File: src/design/rc4_pkg.sv
// rc4_pkg: shared types, codes and the control program of the rc4 stream cipher
// used by rc4_stream_cipher; depends on nothing else
package rc4_pkg;

    localparam int DATA_W    = 8;
    localparam int CFG_W     = 64;
    localparam int CFG_IDX_W = 3;
    localparam int KEY_LEN_W = 6;
    localparam int STEP_W    = 4;

    // register indexes
    localparam logic [CFG_IDX_W-1:0] CFG_KEY_0_7   = 3'd0;
    localparam logic [CFG_IDX_W-1:0] CFG_KEY_8_15  = 3'd1;
    localparam logic [CFG_IDX_W-1:0] CFG_KEY_16_23 = 3'd2;
    localparam logic [CFG_IDX_W-1:0] CFG_KEY_24_31 = 3'd3;
    localparam logic [CFG_IDX_W-1:0] CFG_KEY_LEN   = 3'd4;

    localparam logic [KEY_LEN_W-1:0] KEY_LEN_RESET = 6'd16;

    // program steps
    localparam logic [STEP_W-1:0] S_IDLE = 4'd0;
    localparam logic [STEP_W-1:0] S_FILL = 4'd1;
    localparam logic [STEP_W-1:0] S_KRD  = 4'd2;
    localparam logic [STEP_W-1:0] S_K1   = 4'd3;
    localparam logic [STEP_W-1:0] S_K2   = 4'd4;
    localparam logic [STEP_W-1:0] S_K3   = 4'd5;
    localparam logic [STEP_W-1:0] S_KEND = 4'd6;
    localparam logic [STEP_W-1:0] S_G1   = 4'd7;
    localparam logic [STEP_W-1:0] S_G2   = 4'd8;
    localparam logic [STEP_W-1:0] S_G3   = 4'd9;
    localparam logic [STEP_W-1:0] S_G4   = 4'd10;
    localparam logic [STEP_W-1:0] S_G5   = 4'd11;

    // sequencing ops
    localparam logic [1:0] SEQ_NEXT = 2'd0;
    localparam logic [1:0] SEQ_IN   = 2'd1;
    localparam logic [1:0] SEQ_LOOP = 2'd2;
    localparam logic [1:0] SEQ_OUT  = 2'd3;

    // read address select
    localparam logic [2:0] RA_N    = 3'd0;
    localparam logic [2:0] RA_N1   = 3'd1;
    localparam logic [2:0] RA_I1   = 3'd2;
    localparam logic [2:0] RA_JSUM = 3'd3;
    localparam logic [2:0] RA_SUM  = 3'd4;

    // write address select
    localparam logic [1:0] WA_N = 2'd0;
    localparam logic [1:0] WA_I = 2'd1;
    localparam logic [1:0] WA_J = 2'd2;

    // write data select
    localparam logic [1:0] WD_N  = 2'd0;
    localparam logic [1:0] WD_RD = 2'd1;
    localparam logic [1:0] WD_SI = 2'd2;

    // index update ops
    localparam logic [1:0] X_KEEP = 2'd0;
    localparam logic [1:0] X_LOAD = 2'd1;
    localparam logic [1:0] X_CLR  = 2'd2;

    typedef struct packed {
        logic [1:0]        seq;
        logic [STEP_W-1:0] target;
        logic              re;
        logic [2:0]        ra;
        logic              we;
        logic [1:0]        wa;
        logic [1:0]        wd;
        logic [1:0]        j_op;
        logic              use_key;
        logic [1:0]        i_op;
        logic              n_inc;
        logic              k_inc;
        logic              si_ld;
        logic              sj_ld;
        logic              set_init;
    } t_uop;

    function automatic t_uop uop_rom(input logic [STEP_W-1:0] step);
        t_uop u;
        u = '0;
        case (step)
            S_IDLE: begin
                u.seq    = SEQ_IN;
                u.target = S_G1;
            end
            S_FILL: begin
                u.seq    = SEQ_LOOP;
                u.target = S_FILL;
                u.we     = 1'b1;
                u.wa     = WA_N;
                u.wd     = WD_N;
                u.n_inc  = 1'b1;
            end
            S_KRD: begin
                u.re = 1'b1;
                u.ra = RA_N;
            end
            S_K1: begin
                u.re      = 1'b1;
                u.ra      = RA_JSUM;
                u.j_op    = X_LOAD;
                u.use_key = 1'b1;
                u.si_ld   = 1'b1;
            end
            S_K2: begin
                u.we = 1'b1;
                u.wa = WA_N;
                u.wd = WD_RD;
            end
            S_K3: begin
                u.seq    = SEQ_LOOP;
                u.target = S_K1;
                u.we     = 1'b1;
                u.wa     = WA_J;
                u.wd     = WD_SI;
                u.re     = 1'b1;
                u.ra     = RA_N1;
                u.n_inc  = 1'b1;
                u.k_inc  = 1'b1;
            end
            S_KEND: begin
                u.i_op     = X_CLR;
                u.j_op     = X_CLR;
                u.set_init = 1'b1;
            end
            S_G1: begin
                u.re   = 1'b1;
                u.ra   = RA_I1;
                u.i_op = X_LOAD;
            end
            S_G2: begin
                u.re    = 1'b1;
                u.ra    = RA_JSUM;
                u.j_op  = X_LOAD;
                u.si_ld = 1'b1;
            end
            S_G3: begin
                u.we    = 1'b1;
                u.wa    = WA_I;
                u.wd    = WD_RD;
                u.sj_ld = 1'b1;
            end
            S_G4: begin
                u.we = 1'b1;
                u.wa = WA_J;
                u.wd = WD_SI;
                u.re = 1'b1;
                u.ra = RA_SUM;
            end
            S_G5: begin
                u.seq    = SEQ_OUT;
                u.target = S_IDLE;
            end
            default: begin
                u.target = S_IDLE;
                u.seq    = SEQ_OUT;
            end
        endcase
        return u;
    endfunction

endpackage

File: src/design/rc4_stream_cipher.sv
// rc4_stream_cipher: byte-wide rc4 encrypt/decrypt with on-demand key schedule
// control runs from the step program in rc4_pkg over a 256 x 8 permutation ram
// depends on rc4_pkg
//
// usage
//   input channel (i_in_valid / o_in_ready) carries one data byte and a message
//   start flag per beat; output channel (o_out_valid / i_out_ready) returns the
//   byte xored with the next keystream byte, one beat per input beat, in order.
//   key bytes and key length are written on the cfg port while the block idles;
//   a new key is used from the next message start on.
// timing
//   o_in_ready is high only while the sequencer sits in its idle step. a beat
//   without start runs steps G1 to G5; its result appears and o_in_ready
//   rises in the same cycle, so a new beat is taken only after the last one
//   is through. a start beat (and the first beat after reset) first runs the
//   key schedule: a fill sweep, then K1 to K3 per permutation entry between KRD
//   and KEND, set by the single permutation ram with one read and one write per cycle.
// reset and stall
//   reset clears indices, the initialized flag, the output slot and the key
//   registers (key length 16). a stalled receiver holds the result in the output
//   register; a new beat is still accepted and is finished once the slot frees.
module rc4_stream_cipher
    import rc4_pkg::*;
#(
    parameter int KEY_BYTES_MAX = 32
) (
    input  logic                 i_clk,
    input  logic                 i_rst_n,
    input  logic                 i_in_valid,
    output logic                 o_in_ready,
    input  logic [DATA_W-1:0]    i_data_byte,
    input  logic                 i_message_start,
    output logic                 o_out_valid,
    input  logic                 i_out_ready,
    output logic [DATA_W-1:0]    o_out_byte,
    input  logic                 i_cfg_we,
    input  logic [CFG_IDX_W-1:0] i_cfg_index,
    input  logic [CFG_W-1:0]     i_cfg_data
);

    localparam int KPW = $clog2(KEY_BYTES_MAX);

    logic [DATA_W-1:0]    r_key [KEY_BYTES_MAX];
    logic [KEY_LEN_W-1:0] r_key_len;

    logic [STEP_W-1:0]    r_step;
    logic [STEP_W-1:0]    n_step;
    logic [DATA_W-1:0]    r_sweep;
    logic [KPW-1:0]       r_kpos;
    logic [DATA_W-1:0]    r_i;
    logic [DATA_W-1:0]    r_j;
    logic [DATA_W-1:0]    r_si;
    logic [DATA_W-1:0]    r_sj;
    logic [DATA_W-1:0]    r_data;
    logic                 r_init;
    logic                 r_out_valid;
    logic [DATA_W-1:0]    r_out_byte;

    logic [DATA_W-1:0]    r_mem [256];
    logic [DATA_W-1:0]    r_rd;

    t_uop                 w_uop;
    logic                 w_accept;
    logic                 w_need_ks;
    logic                 w_out_free;
    logic                 w_sweep_last;
    logic [KEY_LEN_W-1:0] w_len;
    logic [KEY_LEN_W-1:0] w_kpos_nxt;
    logic [DATA_W-1:0]    w_key_byte;
    logic [DATA_W-1:0]    w_j_sum;
    logic [DATA_W-1:0]    w_raddr;
    logic [DATA_W-1:0]    w_waddr;
    logic [DATA_W-1:0]    w_wdata;

    assign w_uop        = uop_rom(r_step);
    assign o_in_ready   = (r_step == S_IDLE);
    assign w_accept     = i_in_valid && o_in_ready;
    assign w_need_ks    = i_message_start || !r_init;
    assign w_out_free   = !r_out_valid || i_out_ready;
    assign w_sweep_last = (r_sweep == {DATA_W{1'b1}});
    assign o_out_valid  = r_out_valid;
    assign o_out_byte   = r_out_byte;

    // effective key length: zero acts as one, saturate at the key store size
    always_comb begin
        if (r_key_len == '0) begin
            w_len = KEY_LEN_W'(1);
        end else if (r_key_len > KEY_LEN_W'(KEY_BYTES_MAX)) begin
            w_len = KEY_LEN_W'(KEY_BYTES_MAX);
        end else begin
            w_len = r_key_len;
        end
    end

    assign w_kpos_nxt = KEY_LEN_W'(r_kpos) + KEY_LEN_W'(1);
    assign w_key_byte = r_key[r_kpos];
    assign w_j_sum    = r_j + r_rd + (w_uop.use_key ? w_key_byte : '0);

    always_comb begin
        case (w_uop.ra)
            RA_N:    w_raddr = r_sweep;
            RA_N1:   w_raddr = r_sweep + DATA_W'(1);
            RA_I1:   w_raddr = r_i + DATA_W'(1);
            RA_JSUM: w_raddr = w_j_sum;
            RA_SUM:  w_raddr = r_si + r_sj;
            default: w_raddr = r_sweep;
        endcase
    end

    always_comb begin
        case (w_uop.wa)
            WA_N:    w_waddr = r_sweep;
            WA_I:    w_waddr = r_i;
            WA_J:    w_waddr = r_j;
            default: w_waddr = r_sweep;
        endcase
    end

    always_comb begin
        case (w_uop.wd)
            WD_N:    w_wdata = r_sweep;
            WD_RD:   w_wdata = r_rd;
            WD_SI:   w_wdata = r_si;
            default: w_wdata = r_rd;
        endcase
    end

    always_comb begin
        case (w_uop.seq)
            SEQ_NEXT: n_step = r_step + STEP_W'(1);
            SEQ_IN: begin
                if (!w_accept) begin
                    n_step = r_step;
                end else if (w_need_ks) begin
                    n_step = r_step + STEP_W'(1);
                end else begin
                    n_step = w_uop.target;
                end
            end
            SEQ_LOOP: n_step = w_sweep_last ? r_step + STEP_W'(1) : w_uop.target;
            SEQ_OUT:  n_step = w_out_free ? w_uop.target : r_step;
            default:  n_step = S_IDLE;
        endcase
    end

    // permutation ram, write-first on a same-address read
    always_ff @(posedge i_clk) begin
        if (w_uop.we) begin
            r_mem[w_waddr] <= w_wdata;
        end
        if (w_uop.re) begin
            if (w_uop.we && (w_waddr == w_raddr)) begin
                r_rd <= w_wdata;
            end else begin
                r_rd <= r_mem[w_raddr];
            end
        end
    end

    // configuration registers
    always_ff @(posedge i_clk) begin
        if (!i_rst_n) begin
            for (int b = 0; b < KEY_BYTES_MAX; b++) begin
                r_key[b] <= '0;
            end
            r_key_len <= KEY_LEN_RESET;
        end else if (i_cfg_we) begin
            for (int b = 0; b < KEY_BYTES_MAX; b++) begin
                if (i_cfg_index == CFG_IDX_W'(b >> 3)) begin
                    r_key[b] <= i_cfg_data[(b & 7) * 8 +: 8];
                end
            end
            if (i_cfg_index == CFG_KEY_LEN) begin
                r_key_len <= i_cfg_data[KEY_LEN_W-1:0];
            end
        end
    end

    // sequencer and index registers
    always_ff @(posedge i_clk) begin
        if (!i_rst_n) begin
            r_step      <= S_IDLE;
            r_sweep     <= '0;
            r_kpos      <= '0;
            r_i         <= '0;
            r_j         <= '0;
            r_init      <= 1'b0;
            r_out_valid <= 1'b0;
        end else begin
            r_step <= n_step;

            if (w_accept && w_need_ks) begin
                r_sweep <= '0;
                r_kpos  <= '0;
                r_j     <= '0;
            end else begin
                if (w_uop.n_inc) begin
                    r_sweep <= r_sweep + DATA_W'(1);
                end
                if (w_uop.k_inc) begin
                    r_kpos <= (w_kpos_nxt >= w_len) ? '0 : w_kpos_nxt[KPW-1:0];
                end
                case (w_uop.j_op)
                    X_LOAD:  r_j <= w_j_sum;
                    X_CLR:   r_j <= '0;
                    default: r_j <= r_j;
                endcase
            end

            case (w_uop.i_op)
                X_LOAD:  r_i <= r_i + DATA_W'(1);
                X_CLR:   r_i <= '0;
                default: r_i <= r_i;
            endcase

            if (w_uop.set_init) begin
                r_init <= 1'b1;
            end

            if ((w_uop.seq == SEQ_OUT) && w_out_free) begin
                r_out_valid <= 1'b1;
            end else if (i_out_ready) begin
                r_out_valid <= 1'b0;
            end
        end
    end

    // payload registers
    always_ff @(posedge i_clk) begin
        if (w_accept) begin
            r_data <= i_data_byte;
        end
        if (w_uop.si_ld) begin
            r_si <= r_rd;
        end
        if (w_uop.sj_ld) begin
            r_sj <= r_rd;
        end
        if ((w_uop.seq == SEQ_OUT) && w_out_free) begin
            r_out_byte <= r_data ^ r_rd;
        end
    end

    // a new result beat only comes out of the final generation step
    a_out_from_g5: assert property (@(posedge i_clk) disable iff (!i_rst_n)
        $rose(r_out_valid) |-> ($past(r_step) == S_G5))
        else $error("output beat raised outside the final generation step");

    // a beat on a keyed block goes straight to generation
    a_skip_schedule: assert property (@(posedge i_clk) disable iff (!i_rst_n)
        (w_accept && r_init && !i_message_start) |=> (r_step == S_G1))
        else $error("keyed beat did not enter generation");

    // a start beat enters the fill sweep from entry zero with j cleared
    a_start_fill: assert property (@(posedge i_clk) disable iff (!i_rst_n)
        (w_accept && i_message_start) |=>
            ((r_step == S_FILL) && (r_sweep == '0) && (r_j == '0)))
        else $error("start beat did not begin the key schedule");

    // no ram write while the block is taking a beat
    a_idle_no_write: assert property (@(posedge i_clk) disable iff (!i_rst_n)
        o_in_ready |-> !w_uop.we)
        else $error("permutation written while idle");

endmodule
File: config.mk
export PLATFORM = sky130hd
export DESIGN_NAME = rc4_stream_cipher
export DESIGN_NICKNAME = d
export VERILOG_FILES = /design/src/design/rc4_pkg.sv /design/src/design/rc4_stream_cipher.sv
export SDC_FILE = /design/constraint.sdc
export NUM_CORES = 2
export LEC_CHECK = 0
export BUFFER_PORTS_ARGS = -buffer_cell sky130_fd_sc_hd__buf_2
export CAP_MARGIN = 10
export CORE_UTILIZATION = 25
export DETAILED_ROUTE_END_ITERATION = 8
export SYNTH_ARGS = -nofsm -noshare
export SYNTH_HDL_FRONTEND = slang
export SYNTH_SLANG_ARGS = --single-unit
File: constraint.sdc
create_clock -name i_clk -period 15 [get_ports i_clk]
set_input_delay 0.75 -clock i_clk [delete_from_list [all_inputs] [get_ports i_clk]]
set_output_delay 0.75 -clock i_clk [all_outputs]
set_load 0.005 [all_outputs]
# After elaboration in Yosys (flattened, before gate mapping)
# Memory sizes are Yosys's and may differ from the RTL's. A register that Yosys moved wholly into a read port is not among the register bits.
# Cells that the tools add are included.
# classes
add_sub_neg	7
n_lt_le_gt_ge	2
eq_ne	31
n_mux	80
n_bitwise	34
reduce_logical	22
# ops
cell	n
2-to-1 mux 8 bit	33
one-hot mux 8 bit (2 select lines)	4
bitwise OR 1 bit	32
one-hot mux 8 bit (4 select lines)	1
2-to-1 mux 1 bit	27
adder 8 bit	3
one-hot mux 6 bit (4 select lines)	1
one-hot mux 4 bit (5 select lines)	1
one-hot mux 5 bit (4 select lines)	1
adder 8 x 1 -> 8 bit, second input constant	2
== test 4 x 3 -> 1 bit, second input constant	4
2-to-1 mux 4 bit	4
one-hot mux 4 bit (4 select lines)	1
2-to-1 mux 5 bit	3
== test 2 bit, second input constant	6
== test 3 x 2 -> 1 bit, second input constant	4
== test 4 bit, second input constant	3
2-to-1 mux 6 bit	2
== test 2 x 1 -> 1 bit, second input constant	4
== test 4 x 2 -> 1 bit, second input constant	2
== test 8 bit, second input constant	1
one-hot mux 2 bit (2 select lines)	2
OR reduction 2 bit	4
OR reduction 8 bit	1
other kinds (19)	30
# word_totals
register_bits	73
ram_bits	2304
inputBits	81
output_inout_bits	10
wordCells	190
mem_count	2
# mem_list
memory	depth	word_bits	rd	rd_clocked_by_memory_dff	wr	line	text
r_mem	256	8	1	1	1	rc4_stream_cipher.sv:59	logic [DATA_W-1:0] r_mem [256];
r_key	32	8	1	1	32	rc4_stream_cipher.sv:43	logic [DATA_W-1:0] r_key [KEY_BYTES_MAX];

# Logic depth before layout (Yosys ltp)
# logic_depth
word_depth	7
ltp_mapped	26
ltp_nobuf	20

# Worst setup path before layout
# Ideal clock, no wire load.
# synth_timing
path_type	register -> register
startpoint	reg r_step[1]
endpoint	mem r_mem[0][5], data pin
setup_time_ns	2.197
t_arrival_ns	12.265
required_time_ns	12.803
setup_slack_ns	0.537
path_stages_with_launch	14
path_buffers	2
synth_period_minus_slack_ns	14.463
cell_sequence	dfxtp_1 inv_1 ha_1 buf_2 nor2b_1 clkbuf_1 nand2_1 nand2_1 inv_1 ha_1 o21ai_0 nand2_1 mux2i_1 o21ai_0
# synth_between
elab_chain_cells	5
word_cells_on_any_way	10
classes_between	eq/ne (6); mux (2); reduce/logical (2)
# synth_lines
item	line	text
start: declaration	rc4_stream_cipher.sv:46	logic [STEP_W-1:0] r_step;
start signal: assignment	rc4_stream_cipher.sv:190	r_step <= n_step;
== test 4 bit / == test 4 x 3 -> 1 bit (equally long branches)	rc4_pkg.sv:83	case (step)
OR reduction 2 bit (no source line)	-	
one-hot mux 5 bit (4 select lines) *	rc4_pkg.sv:83	
== test 2 bit / zero test 2 bit (equally long branches)	rc4_stream_cipher.sv:120	case (w_uop.wd)
one-hot mux 8 bit (2 select lines) *	rc4_stream_cipher.sv:120	
net w_wdata[5]	rc4_stream_cipher.sv:73	logic [DATA_W-1:0] w_wdata;
end: declaration	rc4_stream_cipher.sv:59	
# Mark *: on every way through the listed nets, which the timed path passes. The rest lies on a longest branch.

==> results.ini <==
[grt]
grt_pass1_vias=59999
grt_pass1_wl_mm=428.3
use_met3_pct=2.764
grt-ovfl-total=0
met1_usage_pct=18.94
grt.total_usage_pct=14.50
globalRoute.busiestLayer=met2
met2_usage_pct=23.43
grt_start_max_net_pins=192
antenna_found_initial=12

[synthesis]
synth_ff_type=edfxtp_1
synthCells=7065
synth_top_cell_by_area=edfxtp_1
syn_area_sq_um=98090
ys_types=102
synth_fp_nets=7186
yosys_warnings=0
synth-async-reset-ratio_pct=0
synth_edf_count=2344
seq_area_frac_synth_pct=72.70
synth_top_area_share_pct=71.76
synthTopCellsByArea=edfxtp_1, nand2_1, mux2i_1
yosys_register_bits=2390
avgSynthCellArea_sq_um=13.88

[sta]
relSlewSlack_pct=11.37
rsz0062_at_grt=false
fin_ws_ps=5075
max_freq_mhz=100.8
timing.setup.tns_ps=0
worstMarginPinSlew_ps=1330
setup_viol_count_final=0
finalMaxSlewViolations=0
hold_viol_final=0
fin_crit_sh_pct=66.17
clock_skew_ps=80.37
fin_crit_ps=9925

[power_and_ir_drop]
power_leakage_nw=36.45
p_int_mw=12.54
peakVddDrop_uv=167.1
switching_share_pct=34.88
cellPowerDensity_nw_per_um2=172.2
p_comb_share_pct=27.9
pwr-share-clk_pct=30.6
p_sw_mw=6.717
p_seq_share_pct=41.5

[clocking]
cts_tree=built
insertion_delay_ps=930
clock_path_buffers=3
clk_pin_slew_worst_paths_ps=60
clk_root_buffer_cell=clkbuf_16
htreeDepth=4
cts_sinks=2390
cts_buffers=234
cts_setup_buffers=0

[critical_path]
path_common_cell=buf_4
endpoint_kind=register
cp.required_ps=15650
cp.depth=21
crit_family=buffers and inverters
cp_slowest_cell=buf_4
max_stage_delay_ps=750
start_kind=register
worst-path-max-fanout=83
worstSetupPathType=register to register
crit_chain=buf_4, mux4_2, mux4_2, nand2_1, a21oi_1, fa_1, inv_1, fa_1, o32ai_1, a21oi_4, buf_4, buf_4, nand2_8, buf_4, buf_4, nor2_1, a32oi_1, nand3_1, nor3_1, a21oi_1, o211a_1
rr_worst_depth=21
path_buf_inv=6
crit_arrival_ps=10570

[layout]
final_core_util_pct=28.69
area_growth_pct=13.96
final_cell_mix=edfxtp_1, nand2_1, nor2_1
drive_gt1_share_pct=9.716
fin_nets=7191
layout.cells.most_common=edfxtp_1

[route]
firstDrtPassIters=9
post_drt_wl_per_cell_microns=23.96
ant_nets=0
drc=0
vias_per_cell=4.997
finalWirelength_mm=298.7
drtIter0Drc=8212
route.vias.total=62306

[floorplan]
start_util_pct=25.17
rows=229
dieArea_sq_um=394900
die_h_microns=628.4
die_w_microns=628.4
core_sq_um=389700
io_pins=91

[placed_design]
hpwl_mm=178.2
io_buffers=90
preCtsSetupSlack_ps=5158
gp_congestion=0.8675

[worst_hold_path]
worstHoldPathType=input pin to register
min_path_cells=1

[job]
cap_viol_max_count=0

[run_status]
status=complete, no violations

synthesized netlist by cell type (46+ instances only):
cell	count
a21oi_1	268
a22oi_1	60
a31oi_1	92
a32oi_1	168
and3_1	134
buf_2	242
clkbuf_1	140
dfxtp_1	46
edfxtp_1	2344
inv_1	83
mux2i_1	271
mux4_2	78
nand2_1	1291
nand3_1	438
nand4_1	106
nor2_1	568
o21ai_0	97
o22ai_1	66
registers in the layout, indices dropped and copies added, names as in the netlist, named ones only:
| signal | count |
|---|---|
| o_out_byte | 8 |
| o_out_valid | 1 |
| r_data | 8 |
| r_i | 8 |
| r_init | 1 |
| r_j | 8 |
| r_key | 256 |
| r_key_len | 6 |
| r_kpos | 5 |
| r_mem | 2048 |
| r_rd | 8 |
| r_si | 8 |
| r_sj | 8 |
| r_step | 4 |
| r_sweep | 8 |
power by group through the flow:
stage | registers [mW] | clock network (mW) | logic [mW]
3_3_place_gp | 8.12 | 0 | 5.17
6_report | 7.98 | 5.89 | 5.38
5_1_grt | 7.99 | 6.19 | 5.64
2_1_floorplan | 8.35 | 0 | 3.27
3_5_place_dp | 8.13 | 0 | 5.27
4_1_cts | 7.99 | 5.95 | 5.29
layout make-up:
cell class	instances	area [sq um]
inverters	84	315.3
clock inverters	139	1538
diodes	6	15.01
fillers	39039	277900
repair buffers	230	1634
flip-flops and latches	2390	71310
multi-input cells	4130	24390
clock buffers	293	6077
well taps	5197	6502
logic make-up after synthesis:
group	count (synthesis)	share of synthesized area, %
AOI/OAI and AO/OA	993	6.984
xor gates and xnor gates	44	0.4120
adders and majority gates	40	0.5791
buffers and inverters	545	2.674
DFF	2390	72.70
muxes	349	4.556
and+or+nand+nor	2704	12.10
worst reg2reg max path, stage by stage, from the launching register on:
cell	delay, ps
dfxtp_4	610
buf_4	760
mux4_2	710
mux4_2	470
nand2_1	90
a21oi_1	110
fa_1	520
inv_1	70
fa_1	490
o32ai_1	460
a21oi_4	70
buf_4	300
buf_4	390
nand2_8	530
buf_4	750
buf_4	700
nor2_1	450
a32oi_1	640
nand3_1	170
nor3_1	520
a21oi_1	490
o211a_1	350
routing by layer:
layer | wire length (microns) | vias to the layer above
met5 | 41 | -
met4 | 13150 | 6
met3 | 28830 | 579
met2 | 140000 | 3389
met1 | 116700 | 31651
li1 | - | 26681
path summary, 6_finish.rpt:
check                                          from                  end  slack, ps
worst max-delay path                       register    r_rd[0]$_DFFE_PN_       5080
worst min-delay path                 i_data_byte[4]  r_data[4]$_DFFE_PP_         70
worst max register to register             register    r_rd[0]$_DFFE_PN_       5080
worst min register to register  r_init$_SDFFE_PN0P_  r_init$_SDFFE_PN0P_        470
per-stage QoR:
step | hold WS (ps) | total power [mW] | instances | cell area (sq um)
5_1_grt | 42.52 | 19.83 | 12465 | 111800
6_report | 73.51 | 19.25 | 12469 | 111800
3_3_place_gp | 451.3 | 13.30 | 12022 | 104100
3_5_place_dp | 459.5 | 13.40 | 12026 | 104100
2_1_floorplan | 441.5 | 11.62 | 7065 | 98090
4_1_cts | 6.711 | 19.22 | 12463 | 111800
repair_timing:
| item | 4_1_cts | 5_1_grt |
|---|---|---|
| hold endpoints to repair | 5 | 0 |
| gates resized for setup | 0 | 0 |
| hold buffers | 5 | 0 |
Power figures use the tool's default switching activity.
